File: src/sv/pbba_pkg.sv
package pbba_pkg;

	localparam int FIELD_W  = 32;
	localparam int BONE_W   = 8;
	localparam int WEIGHT_W = 16;
	localparam int CNT_W    = 9;
	localparam int NUM_INFL = 4;
	localparam int INFL_W   = 2;
	localparam int PADDR_W  = 3;
	localparam int PDATA_W  = 32;
	localparam int REG_W    = PADDR_W - 2;

	localparam logic [1:0] OP_CLEAR = 2'd0;
	localparam logic [1:0] OP_ADD   = 2'd1;
	localparam logic [1:0] OP_READ  = 2'd2;

	localparam logic [REG_W-1:0] REG_BONE_COUNT = '0;

	typedef struct packed {
		logic take_item;
		logic clear_start;
		logic sweep_step;
		logic lookup;
		logic merge;
		logic load_result;
	} cmd_t;

	typedef struct packed {
		logic [1:0] in_opcode;
		logic [1:0] opcode;
		logic       sweep_done;
		logic       infl_last;
	} sts_t;

endpackage

File: src/sv/pbba_ctrl.sv
module pbba_ctrl
	import pbba_pkg::*;
(
	input  logic clk,
	input  logic arst_n,
	input  logic in_valid,
	output logic in_ready,
	output logic out_valid,
	input  logic out_ready,
	input  sts_t sts,
	output cmd_t cmd
);

	typedef enum logic [4:0] {
		ST_SWEEP  = 5'b00001,
		ST_IDLE   = 5'b00010,
		ST_LOOKUP = 5'b00100,
		ST_MERGE  = 5'b01000,
		ST_RESULT = 5'b10000
	} state_t;

	state_t state_q;
	state_t state_d;
	logic   out_valid_q;
	logic   accept;
	logic   out_free;

	assign in_ready  = (state_q == ST_IDLE);
	assign accept    = in_valid && in_ready;
	assign out_valid = out_valid_q;
	assign out_free  = !out_valid_q || out_ready;

	always_comb begin
		cmd     = '0;
		state_d = state_q;
		unique case (state_q)
			ST_SWEEP: begin
				cmd.sweep_step = 1'b1;
				if (sts.sweep_done) begin
					state_d = ST_IDLE;
				end
			end
			ST_IDLE: begin
				if (accept) begin
					cmd.take_item = 1'b1;
					unique case (sts.in_opcode)
						OP_CLEAR: begin
							cmd.clear_start = 1'b1;
							state_d         = ST_SWEEP;
						end
						OP_ADD, OP_READ: begin
							state_d = ST_LOOKUP;
						end
						default: begin
							state_d = ST_IDLE;
						end
					endcase
				end
			end
			ST_LOOKUP: begin
				cmd.lookup = 1'b1;
				state_d    = (sts.opcode == OP_READ) ? ST_RESULT : ST_MERGE;
			end
			ST_MERGE: begin
				cmd.merge = 1'b1;
				state_d   = sts.infl_last ? ST_IDLE : ST_LOOKUP;
			end
			ST_RESULT: begin
				if (out_free) begin
					cmd.load_result = 1'b1;
					state_d         = ST_IDLE;
				end
			end
			default: begin
				state_d = ST_IDLE;
			end
		endcase
	end

	always_ff @(posedge clk or negedge arst_n) begin
		if (!arst_n) begin
			state_q     <= ST_SWEEP;
			out_valid_q <= 1'b0;
		end else begin
			state_q <= state_d;
			if (cmd.load_result) begin
				out_valid_q <= 1'b1;
			end else if (out_ready) begin
				out_valid_q <= 1'b0;
			end
		end
	end

endmodule

File: config.mk
export PLATFORM = sky130hd
export DESIGN_NAME = pbba_ctrl
export DESIGN_NICKNAME = d
export VERILOG_FILES = /design/src/sv/pbba_pkg.sv /design/src/sv/pbba_ctrl.sv
export SDC_FILE = /design/constraint.sdc
export NUM_CORES = 1
export LEC_CHECK = 0
export ABC_AREA = 0
export BUFFER_PORTS_ARGS = -buffer_cell sky130_fd_sc_hd__buf_2
export CAP_MARGIN = 20
export CORE_AREA = 2 2 39 41
export DETAILED_ROUTE_END_ITERATION = 6
export DIE_AREA = 0 0 41 43
export HOLD_SLACK_MARGIN = 0.08
export PLACE_DENSITY = 0.64
export SLEW_MARGIN = 5
export SYNTH_ARGS = -nofsm -noshare
export SYNTH_HDL_FRONTEND = slang
export SYNTH_SLANG_ARGS = --single-unit
File: constraint.sdc
create_clock -name clk -period 2.3 [get_ports clk]
set_input_delay 0.23 -clock clk [delete_from_list [all_inputs] [get_ports clk]]
set_output_delay 0.23 -clock clk [all_outputs]
set_load 0.05 [all_outputs]
After elaboration in Yosys (flattened, before gate mapping)

Index checks and enable logic that the tools add are counted.

Divide/modulo/power cells: 0
Add/sub/neg operators: 0
$lt $le $gt $ge: 0
Muxes and demuxes: 17
Reductions and logical operators: 7
Shift operators: 0
$mul: 0
Bitwise gates (word level): 0
Equality and inequality tests: 11

Operators by type and width:

| cell               | number |
|---|---|
| $pmux 5 s5         | 1 |
| $mux 5             | 4 |
| $mux 1             | 8 |
| $pmux 3 s2         | 1 |
| $eq 5x1->1 const B | 1 |
| $eq 5x2->1 const B | 1 |
| $eq 5x3->1 const B | 1 |
| $eq 5x4->1 const B | 1 |
| $eq 5x5->1 const B | 1 |
| $eq 2x2->1 const B | 2 |
| $mux 2             | 2 |
| $ne 2x2->1 const B | 2 |
| $mux 3             | 1 |
| $reduce_and 3->1   | 1 |
| $eq 2x1->1 const B | 1 |
| $logic_not 2->1    | 1 |
| $ne 2x1->1 const B | 1 |
| $reduce_bool 2->1  | 1 |
| $reduce_or 2->1    | 1 |
| $logic_and 1x1->1  | 1 |
| $logic_not 1->1    | 1 |
| $logic_or 1x1->1   | 1 |

Register bits: 6
Word-level logic and storage cells: 37
Bits of input ports: 10
Bits in writable memories: 0
Output and inout bits: 8
Memories kept: 0
Latch bits: 0
Bits in read-only memories: 0

Depth between registers and ports, before layout

Gate-level depths: netlist (run 1).

Depth after elaboration: 5
Depth in mapped cells: 4
Gate-level depth less buffers: 4

Worst setup path after synthesis (run 1)

No wires, ideal clock.

Kind: register -> register
Start point: reg state_q[2]
End point: reg state_q[0]
Arrival: 2262 ps
Library setup time: 69 ps
Slack: -31 ps
Cell stages (with the launch flop): 4
Cell sequence: dfrtp_1 or3_4 nor3b_1 a32o_2

Longest elaborated chain between the ends: 4
Elaborated cells between the ends (all ways): 11
Classes of those cells: eq/ne: 8; mux: 1; reduce/logical: 2

Ends and longest elaborated chain:

| what                              | RTL line                         | RTL |
|---|---|---|
| start: declaration                | pbba_ctrl.sv:22                  | `state_t state_q;` |
| start signal: assignment          | pbba_ctrl.sv:85                  | `state_q <= state_d;` |
| $eq 5x2->1                        | pbba_ctrl.sv:28, pbba_ctrl.sv:36 |  |
| $logic_and 1x1->1                 | pbba_ctrl.sv:29                  | `assign accept = in_valid && in_ready;` |
| $ne 2x1->1 (no source line)       | n/a                              |  |
| $reduce_and 3->1 (no source line) | n/a                              |  |

Parallel ways exist; a longest one is shown, timed or not.
A chain may end at the register's enable or synchronous reset.

==> results of run 1 <==
## power groups by stage
stage                     combinational, mW  clock [mW]  sequential (mW)
after detailed placement              0.351           0            0.180
after global routing                  0.375       0.121            0.185
final                                 0.348       0.110            0.179
after floorplan                       0.284           0            0.172
after global placement                0.349           0            0.177
after CTS                             0.352       0.114            0.178
## cells in the mapped netlist
master | count | area, µm²
dfrtp_1 | 5 | 125
inv_1 | 5 | 18.8
nand2_1 | 3 | 11.3
and3_1 | 2 | 12.5
ha_1 | 2 | 25.0
nand2b_1 | 2 | 12.5
nand4b_1 | 2 | 17.5
nor2_1 | 2 | 7.51
nor2b_1 | 2 | 12.5
nor3_1 | 2 | 10.0
nor3b_1 | 2 | 15.0
a22oi_1 | 1 | 7.51
a32o_1 | 1 | 10.0
a32o_2 | 1 | 11.3
and2_1 | 1 | 6.26
and3b_2 | 1 | 10.0
dfstp_2 | 1 | 26.3
nand3_1 | 1 | 5.00
nor3b_4 | 1 | 18.8
nor4_1 | 1 | 6.26
o21ai_0 | 1 | 5.00
o311ai_0 | 1 | 8.76
o31ai_1 | 1 | 7.51
or3_4 | 1 | 11.3
## layer usage
metal  GRT usage [%]  share of wire, %  vias to the layer above
li1                -                 -                      199
met1            15.9                50                      168
met2            14.1                45                        8
met3            3.14               4.8                        0
met4            4.00                 0                        0
met5               0                 0                        -
## critical path: cells and delay by family (launching register included)
kind / cells / cell delay [ns]
flops: 1 / 0.43
buf+inv: 1 / 0.25
simple gates: 3 / 0.90
## final cells by class
cell class,instances,area [µm²]
Clock buffer,4,26.3
Fill cell,150,836
Inverter,5,18.8
Multi-Input combinational cell,31,236
Sequential cell,6,151
Tap cell,16,20.0
Timing Repair Buffer,18,95.1
## flip-flops by register name, summed over array words and instances, names as in the netlist
register	flops
out_valid	1
state_q	5
## final timing paths
kind	endpoint	slack, ns	cells after the start
max	cmd[4]	0.23	4
min	state_q[4]	0.25	3
max reg2reg	state_q[2]	0.88	3
min reg2reg	out_valid	0.61	2
max in group asynchronous	state_q[0]	1.75	2
min in group asynchronous	out_valid	0.33	2
## cells by family after synthesis
group,synth area share (%)
flip-flops,37.7
AO/OA/AOI/OAI,12.5
adder cells (fa/ha/maj),6.23
AND/OR/NAND/NOR,38.9
buffers and inverters,4.67
## cell usage in the layout (no fill, tap or decap)
master	n
a22oi_1	1
a32o_1	1
a32o_2	1
and2_1	1
and3_1	2
and3b_2	1
buf_2	17
clkbuf_1	1
clkbuf_4	3
dfrtp_1	5
dfstp_2	1
dlygate4sd3_1	1
ha_1	2
inv_1	5
nand2_1	3
nand2b_1	2
nand3_1	1
nand4b_1	2
nor2_1	2
nor2b_1	2
nor3_1	2
nor3b_1	1
nor3b_2	1
nor3b_4	1
nor4_1	1
o21ai_0	1
o311ai_0	1
o31ai_1	1
or3_4	1
==> run summary, run 1 <==
The run finished with clean final reports. The final count of negative-setup-slack endpoints is 0. The HPWL reported at the end of detailed placement came out at 664 µm. The cell area power density came out at 1160 nW/µm².

Routability-driven placement finished with a final weighted congestion of 0.785. The floorplan die height is 43 µm. The internal power came out at 0.332 mW. The share of synthesized area occupied by flip-flops and latches came out at 37.7%.

The clock edge transition at the registers on the reported setup and hold paths is 0.05 ns. Once the floorplan was initialized, standard cells occupied 29.0% of the core. The total length of routed wires came out at 839 µm. The slowest stage of the critical path is the dfrtp_1 cell.

The area of the placeable core came out at 1380 µm². The placement-stage worst setup slack came out at 0.491 ns. The floorplan has 14 rows. Of the cells placed in the final design, the portion with a size suffix greater than 1 is 40.6%. The number of hold-slack violations in the final timing report is 0. The critical path is of the register to output port type. The tool flagged a number of max-cap violations equal to 0.

The startpoint identified for the worst hold timing path is sts[3]. The number of routed nets with antenna violations came out at 0. The number of H-tree levels is 1. The number of warnings printed during yosys synthesis came out at 0. The signal on the critical path passes through or3_4 -> nor3b_4 -> and3_1 -> buf_2. The area growth from synthesis to layout is 36.4%. The post-synthesis net count is 54. The number of synthesized register bits came out at 6. For this run, the detailed router's first-pass iteration total came to 3. The worst-case setup margin in the final layout came out at 0.235 ns. The overall power consumption came out at 0.637 mW. TritonCTS built the clock tree. The number of buffers inserted during clock tree synthesis came out at 3.

The actual transition at the worst max-transition pin came out at 0.409 ns. The number of global-route vias before repair came out at 318. After synthesis the cells add up to 402 µm². The fraction of power consumed by sequential logic came out at 28.1%. The detailed-route wire length per cell is 10.5 µm. Counting I/O delays and the setup requirement, the final critical path takes 2.07 ns. The count of buffers added on input and output ports is 17. The final standard cell utilization of the core is 39.6%. The share of the cycle needed by the critical path after routing is 89.8%. The detailed router's first-iteration violation count is 6. The maximum number of pins on one net before global-route repair came out at 9. The clock network fraction of design power came out at 17.3%.

The data arrival time of the worst path came out at 1.84 ns. After global routing the overflow that remains totals 0. The origin of the worst setup path is state_q[2]. The die covers 1760 µm². The setup clock skew after layout is 0.00319 ns. The count of different cell masters after synthesis came out at 24. The via density per instance is 4.69. The number of standard cells after synthesis came out at 42. At the worst endpoint, the required time is 2.07 ns. For this run, the top clock speed supported by timing is 484 MHz.

The final-layout setup total negative slack came out at 0 ns. The clock root buffer master is clkbuf_4. The first-pass GRT wire length is 1280 µm. The biggest fanout along the worst timing path came out at 7. The element type at the critical path start is a register. The total routing usage reported by global routing is 10.7%. The number of antenna violations at the first check in global routing came out at 0. In this run the static leakage power is 0.301 nW. Hold timing on the final database bottoms out at a slack of 0.252 ns.

The buffer levels on the longest clock path is 2. The final route contains 375 vias. Of the total power, the share spent switching nets is 47.9%. The largest single stage delay on the critical path is 0.43 ns. The part of the total power dissipated in combinational logic is 54.7%.

The peak ir drop on the vdd network came out at 341 µV. Setup repair after global routing left no endpoint under its margin. The number of gates resized after CTS was 0.

The total of hold buffers inserted after clock tree synthesis came out at 1. The min-delay analysis places its worst path in the category primary input to register. The worst relative slew slack came out at 72.6%. The element type at the critical path end is an output port. After detailed placement, the total cell area comes to 512 µm².

The post-synthesis area per instance is 9.56 µm². The x dimension of the die is 41 µm. The post-layout instance area came out at 548 µm². The total count of max-transition violations in the final report is 0.

Post-CTS timing repair inserted 0 buffers for setup. The analysis attributes to net switching a power of 0.305 mW. For the worst-skew pair, the clock arrives at the later sink with an insertion delay of 0.25 ns. The worst register-to-register path begins at state_q[2]. The clock sink count is 6. The remaining design rule violation count came out at 0. The final layout net count is 77. The non-filler instance count after layout came out at 80.

The number of top-level pins is 18. The repair_antennas step left the layout with diodes totalling 0. Including well taps, the total number of placed cells is 75.
Power figures use the tool's default switching activity.
==> run 2, diff against run 1 <==
--- a/config.mk
+++ b/config.mk
@@ -8,11 +8,13 @@
 export ABC_AREA = 0
 export BUFFER_PORTS_ARGS = -buffer_cell sky130_fd_sc_hd__buf_2
 export CAP_MARGIN = 20
+export CELL_PAD_IN_SITES_DETAIL_PLACEMENT = 0
+export CELL_PAD_IN_SITES_GLOBAL_PLACEMENT = 1
 export CORE_AREA = 2 2 39 41
 export DETAILED_ROUTE_END_ITERATION = 6
 export DIE_AREA = 0 0 41 43
 export HOLD_SLACK_MARGIN = 0.08
-export PLACE_DENSITY = 0.64
+export PLACE_DENSITY = 0.81
 export SLEW_MARGIN = 5
 export SYNTH_ARGS = -nofsm -noshare
 export SYNTH_HDL_FRONTEND = slang
==> run 2 against run 1 <==
Effect of this change: critical path depth did not move; core utilization did not move; routed wire length up 4.1%; non-clock buffer count stayed put; worst setup slack got worse by 0.0013 ns; combinational power is essentially flat; register-to-register slack hardly changed; global-route usage increased by 1.8 points; die area did not move; sequential share of layout area did not move; clock-buffer cell count unchanged; via count is 4.3% higher; largest power group unchanged.
==> run summary, run 2 (same netlist as run 1, synthesis figures left out) <==
The total routing usage reported by global routing was 12.5% (+1.8 points). The total vias in the final route came out at 391 (+4.3%). The detailed-route wire length per cell is 10.9 µm (+4.1%). The starting density of the core came to 29.0% (unchanged).

The worst relative slew slack is 74.3% (+1.7 points). The delay of the slowest critical-path stage is 0.44 ns (about the same). The number of antenna violations at the first check in global routing is 0 (unchanged).

The number of cell rows came out at 14 (unchanged). The number of port buffers came out at 17 (unchanged). The number of buffers inserted during clock tree synthesis is 3 (unchanged). The share of the cycle needed by the critical path after routing came to 89.9% (about the same). The count of buffering cells on the critical path with inverters included is 1 (unchanged). The first-pass GRT wire length came out at 1460 µm (+13%). The setup clock skew after layout came out at 0.00641 ns (+0.00321 ns). The non-filler instance count after layout is 80 (unchanged). Walking the worst path, the cells encountered are or3_4 -> nor3b_4 -> and3_1 -> buf_2. The detailed router's first-iteration violation count came out at 5 (-1).

The number of routed nets with antenna violations came to 0 (unchanged). In the layout the commonest cells are buf_2, inv_1, dfrtp_1. The total length of routed wires was 873 µm (+4.1%).

The minimum clock period after layout came to 2.07 ns (+0.00128 ns). The final standard cell utilization of the core came out at 39.6% (unchanged). The x dimension of the die is 41 µm (unchanged). The element type at the critical path end is an output port. The final layout net count is 77 (unchanged). The element type at the critical path start is a register. The area of the placeable core is 1380 µm² (unchanged). The number of top-level pins came out at 18 (unchanged). The required time of the worst setup path is 2.07 ns (about the same).

The remaining design rule violation count was 0 (unchanged). The remaining global-route overflow is 0 (unchanged). The buffer levels on the longest clock path came out at 2 (unchanged). The number of cells upsized or downsized after cts came to 0 (unchanged). The data arrival time of the worst path came out at 1.84 ns (about the same).

The number of flip-flops under the largest register name came to 5 (unchanged). The flow ran to the end, and the final reports show no timing, DRC or antenna violations. TritonCTS built the clock tree.

Grouping stages by cell kind, the critical path spends the most delay in simple AND/OR/NAND/NOR gates. The biggest fanout along the worst timing path is 7 (unchanged). The overall die area is 1760 µm² (unchanged). The total count of max-transition violations in the final report is 0 (unchanged). The highest attainable clock frequency is 484 MHz (about the same).

The overall power consumption was 0.638 mW (+0.26%). The leakage power of the design came out at 0.301 nW (unchanged). Leaving out fill and tap cells, the most frequent cell in the layout is buf_2. The diode insertion count for antenna repair is 0 (unchanged).

The clock sink count came out at 6 (unchanged). The worst hold slack across all endpoints is 0.271 ns (+0.0187 ns). Setup repair after global routing left no endpoint under its margin. The fill cell total of the finished layout is 153 (+2.0%). The max-cap check violation count is 0 (unchanged).

The actual transition at the worst max-transition pin came out at 0.383 ns (-0.0258 ns). The share of final-layout standard cells stronger than drive strength 1 is 40.6% (unchanged). The final count of negative-setup-slack endpoints came out at 0 (unchanged). The sequential cell area in the final layout is 151 µm² (unchanged). The maximum number of pins on one net before global-route repair is 9 (unchanged).

The placer's final routability congestion estimate came to 0.786 (+0.19%). The via density per instance is 4.89 (+4.3%). For this design, the slowest cell found on the critical path is dfrtp_1. The floorplan die height was 43 µm (unchanged).

The number of hold-slack violations in the final timing report is 0 (unchanged). state_q holds more flip-flops than any other register. The cell area power density came to 1160 nW/µm² (+0.26%).

The area growth from synthesis to layout came to 36.4% (unchanged). The number of global-route vias before repair was 344 (+8.2%). The clock latency at the later pin of the worst-skew pair is 0.25 ns (about the same).

The number of optimization iterations in the first detailed-route pass was 2 (-1). The peak ir drop on the vdd network is 311 µV (-8.8%). The clock root buffer master is clkbuf_4. The final-layout setup total negative slack is 0 ns (unchanged). The instance count after placement with tap cells included is 75 (unchanged).

In this run the worst hold path is classified as primary input to register. The critical path class is register to output port. The area of combinational cells with multiple inputs came out at 236 µm² (unchanged). The HPWL reported at the end of detailed placement is 663 µm (-0.12%). The clock edge transition at the registers on the reported setup and hold paths came to 0.05 ns (about the same).

The number of H-tree levels is 1 (unchanged).
-- run 2: cell counts in the layout (fill, tap and decap cells not counted) --
Identical to the previous run, type by type.
-- run 2: through the flow --
| stage | instance area (µm²) | worst slack (ns) |
|---|---|---|
| 3_5_place_dp | 512 | 0.502 |
| 2_1_floorplan | 407 | 0.101 |
| 4_1_cts | 548 | 0.232 |
| 3_3_place_gp | 512 | 0.532 |
| 6_report | 548 | 0.233 |
| 5_1_grt | 548 | 0.130 |
-- run 2: power by group --
| part | switching (mW) | total, mW | internal, mW |
|---|---|---|---|
| clock | 0.0457 | 0.112 | 0.0662 |
| sequential | 0.0466 | 0.180 | 0.133 |
| combinational | 0.214 | 0.347 | 0.132 |
-- run 2: what timing repair did --
| item | in CTS | in global routing |
|---|---|---|
| setup buffers | 0 | 0 |
| hold endpoints to repair | 6 | 0 |
| hold buffers | 1 | 0 |
-- run 2: path summary, 6_finish.rpt --
path                       startpoint          to  slack (ns)  cells past startpoint
max reg2reg                state_q[2]  state_q[0]        0.87                      3
max                        state_q[2]      cmd[4]        0.23                      4
min in group asynchronous      arst_n   out_valid        0.32                      2
min reg2reg                state_q[4]   out_valid        0.63                      2
max in group asynchronous      arst_n  state_q[0]        1.75                      2
min                         out_ready   out_valid        0.27                      3
-- run 2: tightest hold or removal path, cell delays in order --
cell,delay [ns]
buf_2,0.07
nor2b_1,0.05
nand2b_1,0.13
-- run 2: final cells by class --
| type | count | share of cell area, % |
|---|---|---|
| clock buffer | 4 | 4.79 |
| inverter | 5 | 3.42 |
| multi-input combinational | 31 | 43.2 |
| sequential | 6 | 27.6 |
| tap | 16 | 3.65 |
| timing repair buffer | 18 | 17.4 |
-- run 2: routing by layer --
metal | GRT usage [%] | vias to the layer above | share of wire (%)
met4 | 8.00 | 0 | 2.7
met1 | 15.7 | 177 | 46
met3 | 4.71 | 4 | 6.9
met5 | 0 | - | 0
li1 | - | 198 | -
met2 | 17.2 | 12 | 44
==> run 3, diff against run 2 <==
--- a/config.mk
+++ b/config.mk
@@ -6,15 +6,15 @@
 export NUM_CORES = 1
 export LEC_CHECK = 0
 export ABC_AREA = 0
-export BUFFER_PORTS_ARGS = -buffer_cell sky130_fd_sc_hd__buf_2
 export CAP_MARGIN = 20
 export CELL_PAD_IN_SITES_DETAIL_PLACEMENT = 0
 export CELL_PAD_IN_SITES_GLOBAL_PLACEMENT = 1
 export CORE_AREA = 2 2 39 41
 export DETAILED_ROUTE_END_ITERATION = 6
 export DIE_AREA = 0 0 41 43
+export DONT_BUFFER_PORTS = 1
 export HOLD_SLACK_MARGIN = 0.08
-export PLACE_DENSITY = 0.81
+export PLACE_DENSITY = 0.65
 export SLEW_MARGIN = 5
 export SYNTH_ARGS = -nofsm -noshare
 export SYNTH_HDL_FRONTEND = slang
==> run 3 against run 2 <==
Effect of this change: combinational power up 8.9%; maximum frequency up 3.5%; clock skew down 0.0017 ns; highest routed layer is now met3.
==> run summary, run 3 (same netlist as run 1, synthesis figures left out) <==
The flow ran to the end, and the final reports show no timing, DRC or antenna violations. The number of top-level pins came out at 18 (unchanged). The placer's final routability congestion estimate came out at 0.761 (-3.1%).

The part of the total power dissipated in combinational logic is 57.1% (+2.8 points). STA classifies the critical path startpoint as a register. Compared with the post-synthesis result, the final layout area differs by 30.8%. The maximum number of pins on one net before global-route repair is 9 (unchanged). The share of the cycle needed by the critical path after routing came out at 86.8% (-3.0 points).

The sequential cell area in the final layout was 151 µm² (unchanged). The switching power as a share of total power is 45.6% (-2.4 points). The minimum clock period after layout is 2.00 ns (-0.0696 ns). The number of global-route vias before repair came to 326 (-5.2%). The clock edge transition at the registers on the reported setup and hold paths was 0.05 ns (about the same). The total count of max-transition violations in the final report is 0 (unchanged). The number of hold-slack violations in the final timing report is 0 (unchanged). The total length of routed wires is 785 µm (-10%). The floorplan die height is 43 µm (unchanged).

The fraction of power consumed by sequential logic came to 27.5% (-0.7 points). The internal power is 0.360 mW (+8.6%). The overall die area came to 1760 µm² (unchanged).

The HPWL reported at the end of detailed placement was 658 µm (-0.69%). The x dimension of the die came to 41 µm (unchanged). The area of the placeable core was 1380 µm² (unchanged). In this run the clock root is driven by a clkbuf_4. The clock sink count was 6 (unchanged). The remaining global-route overflow came out at 0 (unchanged). The actual transition at the worst max-transition pin was 0.463 ns (+0.0807 ns). The required time of the worst setup path came to 2.07 ns (about the same). The switching component of the power is 0.302 mW (-1.4%). The number of optimization iterations in the first detailed-route pass is 3 (+1). The number of cell rows came out at 14 (unchanged). The final-layout setup total negative slack is 0 ns (unchanged). The first-pass GRT wire length was 1340 µm (-8.0%).

The clock latency at the later pin of the worst-skew pair came out at 0.24 ns (about the same). The buffer levels on the longest clock path came out at 2 (unchanged). The max-cap check violation count is 0 (unchanged). TritonCTS built the clock tree.

Leaving out fill and tap cells, the most frequent cells in the layout are inv_1, dfrtp_1, nand2_1, clkbuf_4, buf_4. The tightest min-delay check is of the primary input to register type. The biggest fanout along the worst timing path is 7 (unchanged). The number of H-tree levels is 1 (unchanged). The diode insertion count for antenna repair was 0 (unchanged).

The final standard cell utilization of the core came out at 38.0% (-1.6 points). The number of flip-flops under the largest register name is 5 (unchanged). The total routing usage reported by global routing came out at 11.1% (-1.4 points). The number of antenna violations at the first check in global routing came to 0 (unchanged). The final layout net count is 65 (-16%). The leakage power of the design was 0.257 nW (-15%). STA classifies the critical path endpoint as an output port. The number of routed nets with antenna violations is 0 (unchanged). The peak ir drop on the vdd network came out at 779 µV (+150%).

The fill cell total of the finished layout is 147 (-3.9%). The register with the most flip-flops in the final layout is state_q. Setup repair after global routing left no endpoint under its margin. The detailed-route wire length per cell is 11.5 µm (+5.8%). The final count of negative-setup-slack endpoints is 0 (unchanged). The highest attainable clock frequency came to 501 MHz (+3.5%). The critical path class is register to output port. The cell area power density was 1260 nW/µm² (+8.2%).

The share of final-layout standard cells stronger than drive strength 1 came out at 26.9% (-14 points). The starting density of the core is 29.0% (unchanged). The clock network fraction of design power is 15.4% (-2.1 points). The detailed router's first-iteration violation count came out at 8 (+3). The total vias in the final route came out at 349 (-11%).

The setup clock skew after layout came to 0.00469 ns (-0.00172 ns). The via density per instance is 5.13 (+5.0%). The data arrival time of the worst path came to 1.77 ns (-0.07 ns). The number of buffers inserted during clock tree synthesis came out at 3 (unchanged). The number of port buffers is 0 (-17). The remaining design rule violation count is 0 (unchanged). The worst relative slew slack came out at 69.1% (-5.2 points). The area of combinational cells with multiple inputs is 236 µm² (unchanged).
[run 3: changes by cell type in the layout (fill, tap and decap cells not counted)]
cell / previous run / this run
buf_12: 0 / 2
buf_2: 17 / 0
buf_4: 0 / 3
[run 3: metal layers]
| metal | vias to the layer above | global-route usage [%] | part of all wire [%] |
|---|---|---|---|
| li1 | 175 | - | - |
| met1 | 158 | 15.1 | 44 |
| met2 | 16 | 14.7 | 44 |
| met3 | 0 | 7.33 | 12 |
| met4 | 0 | 2.00 | 0 |
| met5 | - | 0 | 0 |
[run 3: power by group through the flow]
stage	combinational, mW	sequential, mW	clock (mW)
final	0.378	0.182	0.102
after detailed placement	0.378	0.182	0
after CTS	0.382	0.181	0.107
after floorplan	0.284	0.172	0
after global placement	0.376	0.183	0
after global routing	0.406	0.188	0.115
[run 3: worst max-delay path, stage by stage, from the launching register on]
cell and delay (ns):
dfrtp_1 0.43, or3_4 0.43, nor3b_4 0.28, and3_1 0.24
buf_12 0.14
[run 3: what timing repair did]
item                                   4_1_cts  5_1_grt
endpoints found under the hold margin        6        0
resized for setup                            0        0
hold buffers                                 1        0
buffers inserted                             0        0
[run 3: path summary, 6_finish.rpt]
check,start,endpoint,slack (ns),cells past startpoint
hold / removal,sts[3],state_q[4],0.15,2
setup / recovery,state_q[2],cmd[4],0.30,4
min in group asynchronous,arst_n,state_q[4],0.29,1
setup reg to reg,state_q[2],state_q[0],0.85,4
hold reg to reg,state_q[4],out_valid,0.63,2
max in group asynchronous,arst_n,state_q[0],1.74,1
[run 3: layout make-up]
type | count | area share [%]
Tap cell | 16 | 3.81
Clock buffer | 4 | 5.00
Sequential cell | 6 | 28.8
Multi-Input combinational cell | 31 | 45.0
Timing Repair Buffer | 6 | 13.8
Inverter | 5 | 3.57
[run 3: per-stage QoR]
| step | std cells | setup WS (ns) | hold WS (ns) | total power [mW] | area (µm²) |
|---|---|---|---|---|---|
| CTS | 68 | 0.282 | 0.147 | 0.670 | 526 |
| detailed placement | 63 | 0.560 | -0.0654 | 0.560 | 489 |
| global route | 68 | 0.216 | 0.155 | 0.708 | 526 |
| finish | 68 | 0.303 | 0.151 | 0.662 | 526 |
| floorplan | 42 | 0.101 | -0.0656 | 0.456 | 407 |
| global placement | 63 | 0.574 | -0.0654 | 0.559 | 489 |
